$ cat src/design/multi_channel_periodic_tick_timer_unit_defines.svh
// Assertion macros for the periodic tick timer pool.
// Used by the controller and datapath; expects aclk and aresetn in scope.
`ifndef MULTI_CHANNEL_PERIODIC_TICK_TIMER_UNIT_DEFINES_SVH
`define MULTI_CHANNEL_PERIODIC_TICK_TIMER_UNIT_DEFINES_SVH

// same-cycle implication
`define MCTT_ASSERT_IMP(name, ante, cons, msg) \
    name: assert property (@(posedge aclk) disable iff (!aresetn) \
        (ante) |-> (cons)) else $error(msg);

// next-cycle implication
`define MCTT_ASSERT_NXT(name, ante, cons, msg) \
    name: assert property (@(posedge aclk) disable iff (!aresetn) \
        (ante) |=> (cons)) else $error(msg);

`endif

$ cat src/design/mctt_pkg.sv
// Shared types and constants for the periodic tick timer pool.
// No dependencies.
package mctt_pkg;

    localparam int CHANNELS       = 4;
    localparam int CH_BITS        = 2;
    localparam int CATCH_UP_LIMIT = 1000;
    localparam int TIME_BITS      = 48;
    localparam int PERIOD_BITS    = 32;
    localparam int COUNT_BITS     = 32;
    localparam int FIRED_BITS     = 10;
    localparam int FIRE_BITS      = $clog2(CATCH_UP_LIMIT + 2);
    localparam int STATUS_BITS    = 2;
    localparam logic [PERIOD_BITS-1:0] DEFAULT_PERIOD = PERIOD_BITS'(1000);

    typedef enum logic [2:0] {
        OP_CREATE   = 3'd0,
        OP_DESTROY  = 3'd1,
        OP_START    = 3'd2,
        OP_RESTART  = 3'd3,
        OP_STOP     = 3'd4,
        OP_POLL_ONE = 3'd5,
        OP_POLL_ALL = 3'd6
    } opcode_t;

    typedef enum logic [STATUS_BITS-1:0] {
        STS_OK        = 2'd0,
        STS_NO_FREE   = 2'd1,
        STS_NOT_ALLOC = 2'd2
    } status_t;

    typedef enum logic [2:0] {
        ST_IDLE,
        ST_DECODE,
        ST_SINGLE,
        ST_SCAN,
        ST_POLL,
        ST_EMIT
    } state_t;

    typedef enum logic [2:0] {
        CUR_HOLD,
        CUR_CHAN,
        CUR_FREE,
        CUR_ZERO,
        CUR_INCR
    } cur_sel_t;

    typedef struct packed {
        logic     load_in;
        cur_sel_t cur_sel;
        logic     poll_init;
        logic     poll_step;
        logic     emit_single;
        logic     emit_poll;
    } ctrl_cmd_t;

    typedef struct packed {
        opcode_t op;
        logic    occ_cur;
        logic    cur_is_max;
        logic    any_above;
        logic    step_hit;
        logic    step_final;
        logic    out_free;
    } dp_sts_t;

endpackage

$ cat src/design/mctt_ctrl.sv
// Sequencing state machine for the periodic tick timer pool.
// Depends on mctt_pkg and the defines header.
`include "multi_channel_periodic_tick_timer_unit_defines.svh"

module mctt_ctrl (
    input  logic               aclk,
    input  logic               aresetn,
    input  logic               s_valid,
    output logic               s_ready,
    input  mctt_pkg::dp_sts_t  sts,
    output mctt_pkg::ctrl_cmd_t cmd
);

    mctt_pkg::state_t state_reg;
    mctt_pkg::state_t state_next;

    always_ff @(posedge aclk) begin
        if (!aresetn) begin
            state_reg <= mctt_pkg::ST_IDLE;
        end else begin
            state_reg <= state_next;
        end
    end

    always_comb begin
        state_next = state_reg;
        unique case (state_reg)
            mctt_pkg::ST_IDLE: begin
                if (s_valid) state_next = mctt_pkg::ST_DECODE;
            end
            mctt_pkg::ST_DECODE: begin
                unique case (sts.op) inside
                    mctt_pkg::OP_CREATE, mctt_pkg::OP_DESTROY, mctt_pkg::OP_START,
                    mctt_pkg::OP_RESTART, mctt_pkg::OP_STOP:
                        state_next = mctt_pkg::ST_SINGLE;
                    mctt_pkg::OP_POLL_ONE, mctt_pkg::OP_POLL_ALL:
                        state_next = mctt_pkg::ST_SCAN;
                    default: state_next = mctt_pkg::ST_IDLE;
                endcase
            end
            mctt_pkg::ST_SINGLE: begin
                if (sts.out_free) state_next = mctt_pkg::ST_IDLE;
            end
            mctt_pkg::ST_SCAN: begin
                if (sts.occ_cur) begin
                    state_next = mctt_pkg::ST_POLL;
                end else if (sts.op == mctt_pkg::OP_POLL_ONE) begin
                    state_next = mctt_pkg::ST_SINGLE;
                end else if (sts.cur_is_max) begin
                    state_next = mctt_pkg::ST_IDLE;
                end
            end
            mctt_pkg::ST_POLL: begin
                if (!sts.step_hit || sts.step_final) state_next = mctt_pkg::ST_EMIT;
            end
            mctt_pkg::ST_EMIT: begin
                if (sts.out_free) begin
                    if (sts.op == mctt_pkg::OP_POLL_ONE || !sts.any_above) begin
                        state_next = mctt_pkg::ST_IDLE;
                    end else begin
                        state_next = mctt_pkg::ST_SCAN;
                    end
                end
            end
            default: state_next = mctt_pkg::ST_IDLE;
        endcase
    end

    always_comb begin
        cmd         = '0;
        cmd.cur_sel = mctt_pkg::CUR_HOLD;
        s_ready     = 1'b0;
        unique case (state_reg)
            mctt_pkg::ST_IDLE: begin
                s_ready     = 1'b1;
                cmd.load_in = s_valid;
            end
            mctt_pkg::ST_DECODE: begin
                unique case (sts.op)
                    mctt_pkg::OP_CREATE:   cmd.cur_sel = mctt_pkg::CUR_FREE;
                    mctt_pkg::OP_POLL_ALL: cmd.cur_sel = mctt_pkg::CUR_ZERO;
                    default:               cmd.cur_sel = mctt_pkg::CUR_CHAN;
                endcase
            end
            mctt_pkg::ST_SINGLE: begin
                cmd.emit_single = sts.out_free;
            end
            mctt_pkg::ST_SCAN: begin
                if (sts.occ_cur) begin
                    cmd.poll_init = 1'b1;
                end else if (sts.op != mctt_pkg::OP_POLL_ONE && !sts.cur_is_max) begin
                    cmd.cur_sel = mctt_pkg::CUR_INCR;
                end
            end
            mctt_pkg::ST_POLL: begin
                cmd.poll_step = sts.step_hit;
            end
            mctt_pkg::ST_EMIT: begin
                cmd.emit_poll = sts.out_free;
                if (sts.out_free && sts.op == mctt_pkg::OP_POLL_ALL && sts.any_above) begin
                    cmd.cur_sel = mctt_pkg::CUR_INCR;
                end
            end
            default: begin
                cmd = '0;
            end
        endcase
    end

    `MCTT_ASSERT_IMP(a_emit_needs_room, cmd.emit_single || cmd.emit_poll, sts.out_free, "emit while output word still held")
    `MCTT_ASSERT_NXT(a_load_to_decode, cmd.load_in, state_reg == mctt_pkg::ST_DECODE, "accepted word not decoded")
    `MCTT_ASSERT_NXT(a_poll_ends, state_reg == mctt_pkg::ST_POLL && !sts.step_hit, state_reg == mctt_pkg::ST_EMIT, "poll did not stop on missed deadline")

endmodule

$ cat src/design/mctt_dp.sv
// Datapath of the periodic tick timer pool: channel state, catch-up
// adder/comparator and output register. Depends on mctt_pkg and the defines header.
`include "multi_channel_periodic_tick_timer_unit_defines.svh"

module mctt_dp (
    input  logic                                  aclk,
    input  logic                                  aresetn,
    input  logic [2:0]                            s_opcode,
    input  logic [mctt_pkg::CH_BITS-1:0]          s_channel,
    input  logic [mctt_pkg::PERIOD_BITS-1:0]      s_period_us,
    input  logic [mctt_pkg::TIME_BITS-1:0]        s_now_us,
    input  mctt_pkg::ctrl_cmd_t                   cmd,
    output mctt_pkg::dp_sts_t                     sts,
    output logic                                  m_valid,
    input  logic                                  m_ready,
    output logic [mctt_pkg::CH_BITS-1:0]          m_result_channel,
    output logic [mctt_pkg::STATUS_BITS-1:0]      m_status,
    output logic [mctt_pkg::FIRED_BITS-1:0]       m_ticks_fired,
    output logic [mctt_pkg::COUNT_BITS-1:0]       m_tick_count,
    output logic                                  m_resynced,
    output logic                                  m_last
);

    localparam int CHB = mctt_pkg::CH_BITS;
    localparam int TB  = mctt_pkg::TIME_BITS;
    localparam int PB  = mctt_pkg::PERIOD_BITS;
    localparam int CB  = mctt_pkg::COUNT_BITS;
    localparam int FB  = mctt_pkg::FIRE_BITS;
    localparam logic [FB-1:0] FIRE_LIMIT = FB'(mctt_pkg::CATCH_UP_LIMIT);
    localparam logic [FB-1:0] FIRE_MAX   = FB'(mctt_pkg::CATCH_UP_LIMIT + 1);

    mctt_pkg::opcode_t op_reg;
    logic [CHB-1:0]    ch_reg;
    logic [PB-1:0]     period_in_reg;
    logic [TB-1:0]     now_reg;
    logic [CHB-1:0]    cur_reg;
    logic [CHB-1:0]    cur_next;
    logic [FB-1:0]     fired_reg;
    logic              rs_reg;

    logic [mctt_pkg::CHANNELS-1:0] occ_reg;
    logic [mctt_pkg::CHANNELS-1:0] run_reg;
    logic [PB-1:0] period_reg   [mctt_pkg::CHANNELS];
    logic [TB-1:0] deadline_reg [mctt_pkg::CHANNELS];
    logic [CB-1:0] count_reg    [mctt_pkg::CHANNELS];

    logic              out_valid_reg;
    logic [CHB-1:0]    out_ch_reg;
    mctt_pkg::status_t out_status_reg;
    logic [FB-1:0]     out_fired_reg;
    logic [CB-1:0]     out_count_reg;
    logic              out_rs_reg;
    logic              out_last_reg;

    logic              free_found;
    logic [CHB-1:0]    free_idx;
    logic              any_above;
    logic              step_hit;
    logic              step_final;
    logic              out_free;
    logic [TB-1:0]     period_ext;
    logic [TB-1:0]     now_plus_period;
    logic [TB-1:0]     deadline_plus_period;
    mctt_pkg::status_t single_status;
    logic [CHB-1:0]    single_ch;
    logic [CB-1:0]     single_count;

    always_comb begin
        free_found = 1'b0;
        free_idx   = '0;
        for (int i = mctt_pkg::CHANNELS - 1; i >= 0; i--) begin
            if (!occ_reg[i]) begin
                free_found = 1'b1;
                free_idx   = CHB'(i);
            end
        end
    end

    always_comb begin
        any_above = 1'b0;
        for (int i = 0; i < mctt_pkg::CHANNELS; i++) begin
            if (CHB'(i) > cur_reg && occ_reg[i]) any_above = 1'b1;
        end
    end

    assign period_ext           = TB'(period_reg[cur_reg]);
    assign now_plus_period      = now_reg + period_ext;
    assign deadline_plus_period = deadline_reg[cur_reg] + period_ext;
    assign step_hit             = run_reg[cur_reg] && (now_reg >= deadline_reg[cur_reg]);
    assign step_final           = step_hit && (fired_reg >= FIRE_LIMIT);
    assign out_free             = !out_valid_reg || m_ready;

    assign sts.op         = op_reg;
    assign sts.occ_cur    = occ_reg[cur_reg];
    assign sts.cur_is_max = (cur_reg == CHB'(mctt_pkg::CHANNELS - 1));
    assign sts.any_above  = any_above;
    assign sts.step_hit   = step_hit;
    assign sts.step_final = step_final;
    assign sts.out_free   = out_free;

    always_comb begin
        single_ch     = cur_reg;
        single_status = mctt_pkg::STS_OK;
        single_count  = '0;
        if (op_reg == mctt_pkg::OP_CREATE) begin
            if (!free_found) single_status = mctt_pkg::STS_NO_FREE;
        end else if (!occ_reg[cur_reg]) begin
            single_status = mctt_pkg::STS_NOT_ALLOC;
        end else if (op_reg == mctt_pkg::OP_DESTROY) begin
            single_count = count_reg[cur_reg];
        end
    end

    always_comb begin
        case (cmd.cur_sel)
            mctt_pkg::CUR_CHAN: cur_next = ch_reg;
            mctt_pkg::CUR_FREE: cur_next = free_idx;
            mctt_pkg::CUR_ZERO: cur_next = '0;
            mctt_pkg::CUR_INCR: cur_next = cur_reg + CHB'(1);
            default:            cur_next = cur_reg;
        endcase
    end

    always_ff @(posedge aclk) begin
        if (cmd.load_in) begin
            op_reg        <= mctt_pkg::opcode_t'(s_opcode);
            ch_reg        <= s_channel;
            period_in_reg <= s_period_us;
            now_reg       <= s_now_us;
        end
        cur_reg <= cur_next;
    end

    always_ff @(posedge aclk) begin
        if (!aresetn) begin
            fired_reg <= '0;
            rs_reg    <= 1'b0;
        end else if (cmd.poll_init) begin
            fired_reg <= '0;
            rs_reg    <= 1'b0;
        end else if (cmd.poll_step) begin
            fired_reg <= fired_reg + FB'(1);
            if (step_final) rs_reg <= 1'b1;
        end
    end

    always_ff @(posedge aclk) begin
        if (!aresetn) begin
            occ_reg <= '0;
            run_reg <= '0;
        end else if (cmd.emit_single) begin
            unique case (op_reg)
                mctt_pkg::OP_CREATE: begin
                    if (free_found) begin
                        occ_reg[cur_reg] <= 1'b1;
                        run_reg[cur_reg] <= 1'b0;
                    end
                end
                mctt_pkg::OP_DESTROY: begin
                    if (occ_reg[cur_reg]) begin
                        occ_reg[cur_reg] <= 1'b0;
                        run_reg[cur_reg] <= 1'b0;
                    end
                end
                mctt_pkg::OP_START: begin
                    if (occ_reg[cur_reg]) run_reg[cur_reg] <= 1'b1;
                end
                mctt_pkg::OP_STOP: begin
                    if (occ_reg[cur_reg]) run_reg[cur_reg] <= 1'b0;
                end
                default: begin
                end
            endcase
        end
    end

    always_ff @(posedge aclk) begin
        if (cmd.emit_single) begin
            if (op_reg == mctt_pkg::OP_CREATE) begin
                if (free_found) begin
                    period_reg[cur_reg]   <= (period_in_reg == '0) ? mctt_pkg::DEFAULT_PERIOD
                                                                  : period_in_reg;
                    deadline_reg[cur_reg] <= '0;
                    count_reg[cur_reg]    <= '0;
                end
            end else if (occ_reg[cur_reg]) begin
                if (op_reg == mctt_pkg::OP_START || op_reg == mctt_pkg::OP_RESTART) begin
                    count_reg[cur_reg]    <= '0;
                    deadline_reg[cur_reg] <= now_plus_period;
                end else if (op_reg == mctt_pkg::OP_STOP) begin
                    count_reg[cur_reg]    <= '0;
                end
            end
        end else if (cmd.poll_step) begin
            count_reg[cur_reg]    <= count_reg[cur_reg] + CB'(1);
            deadline_reg[cur_reg] <= step_final ? now_plus_period : deadline_plus_period;
        end
    end

    always_ff @(posedge aclk) begin
        if (!aresetn) begin
            out_valid_reg <= 1'b0;
        end else if (cmd.emit_single || cmd.emit_poll) begin
            out_valid_reg <= 1'b1;
        end else if (m_ready) begin
            out_valid_reg <= 1'b0;
        end
    end

    always_ff @(posedge aclk) begin
        if (cmd.emit_single) begin
            out_ch_reg     <= single_ch;
            out_status_reg <= single_status;
            out_fired_reg  <= '0;
            out_count_reg  <= single_count;
            out_rs_reg     <= 1'b0;
            out_last_reg   <= 1'b1;
        end else if (cmd.emit_poll) begin
            out_ch_reg     <= cur_reg;
            out_status_reg <= mctt_pkg::STS_OK;
            out_fired_reg  <= fired_reg;
            out_count_reg  <= count_reg[cur_reg];
            out_rs_reg     <= rs_reg;
            out_last_reg   <= (op_reg == mctt_pkg::OP_POLL_ONE) || !any_above;
        end
    end

    assign m_valid          = out_valid_reg;
    assign m_result_channel = out_ch_reg;
    assign m_status         = out_status_reg;
    assign m_ticks_fired    = mctt_pkg::FIRED_BITS'(out_fired_reg);
    assign m_tick_count     = out_count_reg;
    assign m_resynced       = out_rs_reg;
    assign m_last           = out_last_reg;

    `MCTT_ASSERT_IMP(a_fired_bound, 1'b1, fired_reg <= FIRE_MAX, "catch-up count past limit")
    `MCTT_ASSERT_IMP(a_resync_at_limit, rs_reg, fired_reg == FIRE_MAX, "resync flagged below limit")
    `MCTT_ASSERT_NXT(a_final_sets_resync, cmd.poll_step && step_final, rs_reg, "limit reached without resync")

endmodule

$ cat src/design/multi_channel_periodic_tick_timer_unit.sv
// Sequence from the accepting edge to the result in the output register: create, destroy, start,
// restart and stop pass decode and single; poll one passes decode and scan, then single on a free
// channel, else poll, firing each elapsed tick up to a resync, and emit. A held output register
// stalls the sequence. Poll all: decode, then scan the channels in order, polling and emitting each
// occupied one. One word in flight: the next is accepted only after the final result is loaded.
// Synchronous active-low reset frees and stops every channel; channel state is set on create.
module multi_channel_periodic_tick_timer_unit (
    input  logic                                 aclk,
    input  logic                                 aresetn,
    input  logic                                 s_valid,
    output logic                                 s_ready,
    input  logic [2:0]                           s_opcode,
    input  logic [mctt_pkg::CH_BITS-1:0]         s_channel,
    input  logic [mctt_pkg::PERIOD_BITS-1:0]     s_period_us,
    input  logic [mctt_pkg::TIME_BITS-1:0]       s_now_us,
    output logic                                 m_valid,
    input  logic                                 m_ready,
    output logic [mctt_pkg::CH_BITS-1:0]         m_result_channel,
    output logic [mctt_pkg::STATUS_BITS-1:0]     m_status,
    output logic [mctt_pkg::FIRED_BITS-1:0]      m_ticks_fired,
    output logic [mctt_pkg::COUNT_BITS-1:0]      m_tick_count,
    output logic                                 m_resynced,
    output logic                                 m_last
);

    mctt_pkg::ctrl_cmd_t cmd;
    mctt_pkg::dp_sts_t   sts;

    mctt_ctrl u_ctrl (
        .aclk    (aclk),
        .aresetn (aresetn),
        .s_valid (s_valid),
        .s_ready (s_ready),
        .sts     (sts),
        .cmd     (cmd)
    );

    mctt_dp u_dp (
        .aclk             (aclk),
        .aresetn          (aresetn),
        .s_opcode         (s_opcode),
        .s_channel        (s_channel),
        .s_period_us      (s_period_us),
        .s_now_us         (s_now_us),
        .cmd              (cmd),
        .sts              (sts),
        .m_valid          (m_valid),
        .m_ready          (m_ready),
        .m_result_channel (m_result_channel),
        .m_status         (m_status),
        .m_ticks_fired    (m_ticks_fired),
        .m_tick_count     (m_tick_count),
        .m_resynced       (m_resynced),
        .m_last           (m_last)
    );

endmodule

$ cat config.mk
export PLATFORM = sky130hd
export DESIGN_NAME = multi_channel_periodic_tick_timer_unit
export DESIGN_NICKNAME = d
export VERILOG_FILES = /design/src/design/mctt_pkg.sv /design/src/design/mctt_ctrl.sv /design/src/design/mctt_dp.sv /design/src/design/multi_channel_periodic_tick_timer_unit.sv
export VERILOG_INCLUDE_DIRS = /design/src /design/src/design
export SDC_FILE = /design/constraint.sdc
export NUM_CORES = 1
export LEC_CHECK = 0
export BUFFER_PORTS_ARGS = -buffer_cell sky130_fd_sc_hd__buf_4
export CORE_AREA = 2 2 258 235
export DETAILED_ROUTE_END_ITERATION = 10
export DIE_AREA = 0 0 260 237
export PLACE_DENSITY = 0.67
export SKIP_CTS_REPAIR_TIMING = 1
export SLEW_MARGIN = 10
export SYNTH_ARGS = -nofsm -noshare
export SYNTH_HDL_FRONTEND = slang
export SYNTH_HIERARCHICAL = 1
export SYNTH_SLANG_ARGS = --single-unit
export TNS_END_PERCENT = 20
$ cat constraint.sdc
create_clock -name aclk -period 21.1 [get_ports aclk]
set_clock_uncertainty 0.05 [all_clocks]
set_input_delay 3.165 -clock aclk [delete_from_list [all_inputs] [get_ports aclk]]
set_output_delay 3.165 -clock aclk [all_outputs]
set_load 0.01 [all_outputs]
==> metrics.cfg <==
[die]
initial_utilization = 0.494
rows = 85
coreArea_um2 = 59000
dieWidth_um = 260
die_area_um2 = 61600
io-pin-count = 139
die_height_um = 237

[global_routing]
grt_pass1_vias = 17700
grt_max_degree = 61
grt_antenna_before_repair = 0
grt_pass1_wl_um = 103000
gr-total-overflow = 0
grt.total_usage = 0.219

[final_layout]
final_cell_area_um2 = 32900
final_core_utilization = 0.558
seqCellArea_um2 = 17900
layout-area-overhead-vs-synth_pct = 13.0
largest_reg_flops = 192
final_nets = 2363
multi_input_area_um2 = 10500
drive_gt1_frac = 0.185
diodes = 0
nFillCells = 4730

[synth]
syn_nets = 2229
syn-cell-area_um2 = 29100
synth_compound_area_frac = 0.0910
synthTopCellsByArea = edfxtp_1 59%, mux4_2 7.3%, ha_1 5.2%
synth_sequential_area_ratio = 0.614
synth-xor-area-share = 0.0351
synth_top_family_by_area = multiplexers
synthAdderAreaFrac = 0.0529
ys_warn_count = 6
ys_ff_latch = 608
syn_area_per_cell_um2 = 14.4
yosysUniqueCellTypes = 99
yosys.area_share.simple = 0.0817
synth-main-ff-cell = edfxtp_1
synth_top_area_frac = 0.588
yosysTopAreaCell = edfxtp_1
syn_inst = 2018
synth_edf_count = 571
async_flop_share = 0
synthMuxAreaShare = 0.0958

[power_and_ir_drop]
switchingPower_mw = 1.53
netSwitchingFraction = 0.361
p_clk_frac = 0.253
p_int_mw = 2.71
leakage_nw = 11.2
ir_drop_mv = 0.0870
pwr-share-comb = 0.384
seq_power_share = 0.363
powerDensity_nw_per_um2 = 129

[sta]
setup_viol = 0
rsz0062_at_grt = no
fin_crit_ns = 6.84
tns_ns = 0
tightest_slew_ns = 1.16
max_freq_mhz = 146
post-route-period-util = 0.324
relSlewSlack = 0.223
maxSlewViolCount = 0
finalHoldViolCount = 0

[critical_path]
crit_fanout = 43
worstPathArrival_ns = 7.09
worstSetupEndpointType = register
required_ns = 21.34
critical_path_class = register to register
reg2reg_slack_ns = 14.26
ff2ff_path_depth = 19
startpoint_type = register

[placed_design]
place_congestion = 0.939
placed_area_um2 = 30900
io_buffers = 138
hpwl_um = 44800

[clocking]
cts_buffers = 66
clock-sinks = 608
cts_tree = built
clockBufferDepth = 3
clock_latency_ns = 0.59
clk_pin_slew_ns = 0.06
root_buffer = clkbuf_16
htreeDepth = 3

[detailed_routing]
vias_per_cell = 5.90
wl_per_cell_um = 22.2
drt_iter0_markers = 1471
drcViolationCount = 0
wl_um = 66400
dr.pass1.iters = 5
vias = 17600
postRouteAntennaNets = 0

[worst_hold_path]
hold_class = register to register
min_path_cells = 2

[run_status]
outcome = finished, final reports clean

[flow_run]
drv_cap = 0

==> cells in the final DEF (no fill, tap or decap), drive strengths merged, types with 6 or more instances in the layout <==
| master | n |
|---|---|
| inv | 97 |
| o31ai | 7 |
| o21a | 8 |
| o311ai | 6 |
| nand3 | 37 |
| a2111oi | 12 |
| buf | 164 |
| o22ai | 37 |
| a31oi | 14 |
| nand2 | 107 |
| or3 | 12 |
| nor3 | 20 |
| mux4 | 109 |
| clkbuf | 82 |
| xnor2 | 65 |
| and2 | 18 |
| o21bai | 10 |
| clkinv | 28 |
| mux2i | 22 |
| a21boi | 13 |
| o211ai | 11 |
| ha | 120 |
| or2 | 12 |
| nor2b | 39 |
| nor2 | 119 |
| a21oi | 90 |
| nand4 | 39 |
| a211oi | 17 |
| dfxtp | 37 |
| xor2 | 51 |
| nand2b | 8 |
| o21ai | 58 |
| nor4 | 12 |
| edfxtp | 571 |
| and3 | 15 |
| a21o | 56 |
==> final timing paths <==
path,startpoint,endpoint
setup / recovery,register,u_dp/deadline_reg[1][45]$_DFFE_PP_
hold / removal,register,register
setup reg to reg,register,u_dp/deadline_reg[1][45]$_DFFE_PP_
hold reg to reg,register,register
==> cell families (layout without fill, tap and decap cells) <==
logic type,count (synthesis),in the layout
simple gates,462,462
fa+ha+maj,122,122
mux,136,136
xor+xnor,116,116
flops,608,608
buf+inv,193,375
compound gates,381,381
==> Yosys cell counts (all sizes together), types with 5 or more instances <==
cell type  instances
o21a               8
a21boi            13
or2               12
edfxtp           571
o22ai             37
nor2             119
nand2            107
nor2b             39
mux2i             22
xor2              51
clkbuf            54
o21bai            10
a2111oi           12
a21o              56
nand3             37
xnor2             65
mux4             109
a211o              5
nor4              12
or3               12
o21ai             58
and3              15
nand2b             8
a31oi             14
a21oi             90
inv               95
o311ai             6
nand4b             5
a211oi            17
mux2               5
dfxtp             37
ha               120
buf               44
nor3              20
and2              18
o31ai              7
o211ai            11
nand4             39
==> power by group through the flow <==
stage          clock network [mW]  logic [mW]  registers [mW]
2_1_floorplan                   0        1.26            1.49
3_3_place_gp                    0        1.60            1.56
3_5_place_dp                    0        1.60            1.56
4_1_cts                      1.10        1.61            1.54
5_1_grt                      1.15        1.78            1.55
6_report                     1.07        1.63            1.54
==> layout make-up <==
class,instances,area share
repair buffers,164,0.0374
clock inverters,34,0.00824
flip-flops and latches,608,0.543
multi-input cells,1217,0.318
clock buffers,82,0.0526
inverters,95,0.0108
well taps,783,0.0297
==> critical path: stages, from the launching register on <==
cell and delay, ns:
dfxtp_4 0.86, buf_4 0.81, mux4_2 0.64, inv_1 0.08
ha_1 0.24, a21o_1 0.17, a31oi_1 0.29, o211ai_1 0.16
a211oi_1 0.29, a2bb2oi_1 0.38, nand2_1 0.16, nand2_1 0.15
nor3_1 0.05, buf_4 0.19, nand2_1 0.07, buf_4 0.44
a2111o_1 0.24, nand2_1 0.59, a32oi_1 0.45, nand3_1 0.18
==> through the flow <==
stage                     worst slack, ns  std cells  hold WS (ns)  total power, mW
final                               14.26       2983         0.421             4.24
after global placement              14.44       2867         0.399             3.16
after detailed placement            14.30       2867         0.411             3.16
after floorplan                     13.61       2018         0.387             2.75
after CTS                           14.28       2983         0.419             4.25
after global routing                13.71       2983         0.446             4.48
==> per-layer routing <==
| metal | wire [µm] | vias to the layer above | track usage |
|---|---|---|---|
| li1 | - | 8106 | - |
| met1 | 29900 | 8762 | 0.321 |
| met2 | 30600 | 644 | 0.338 |
| met3 | 4470 | 94 | 0.0371 |
| met4 | 1390 | 0 | 0.0596 |
| met5 | 0 | - | 0 |
Power figures use the tool's default switching activity.
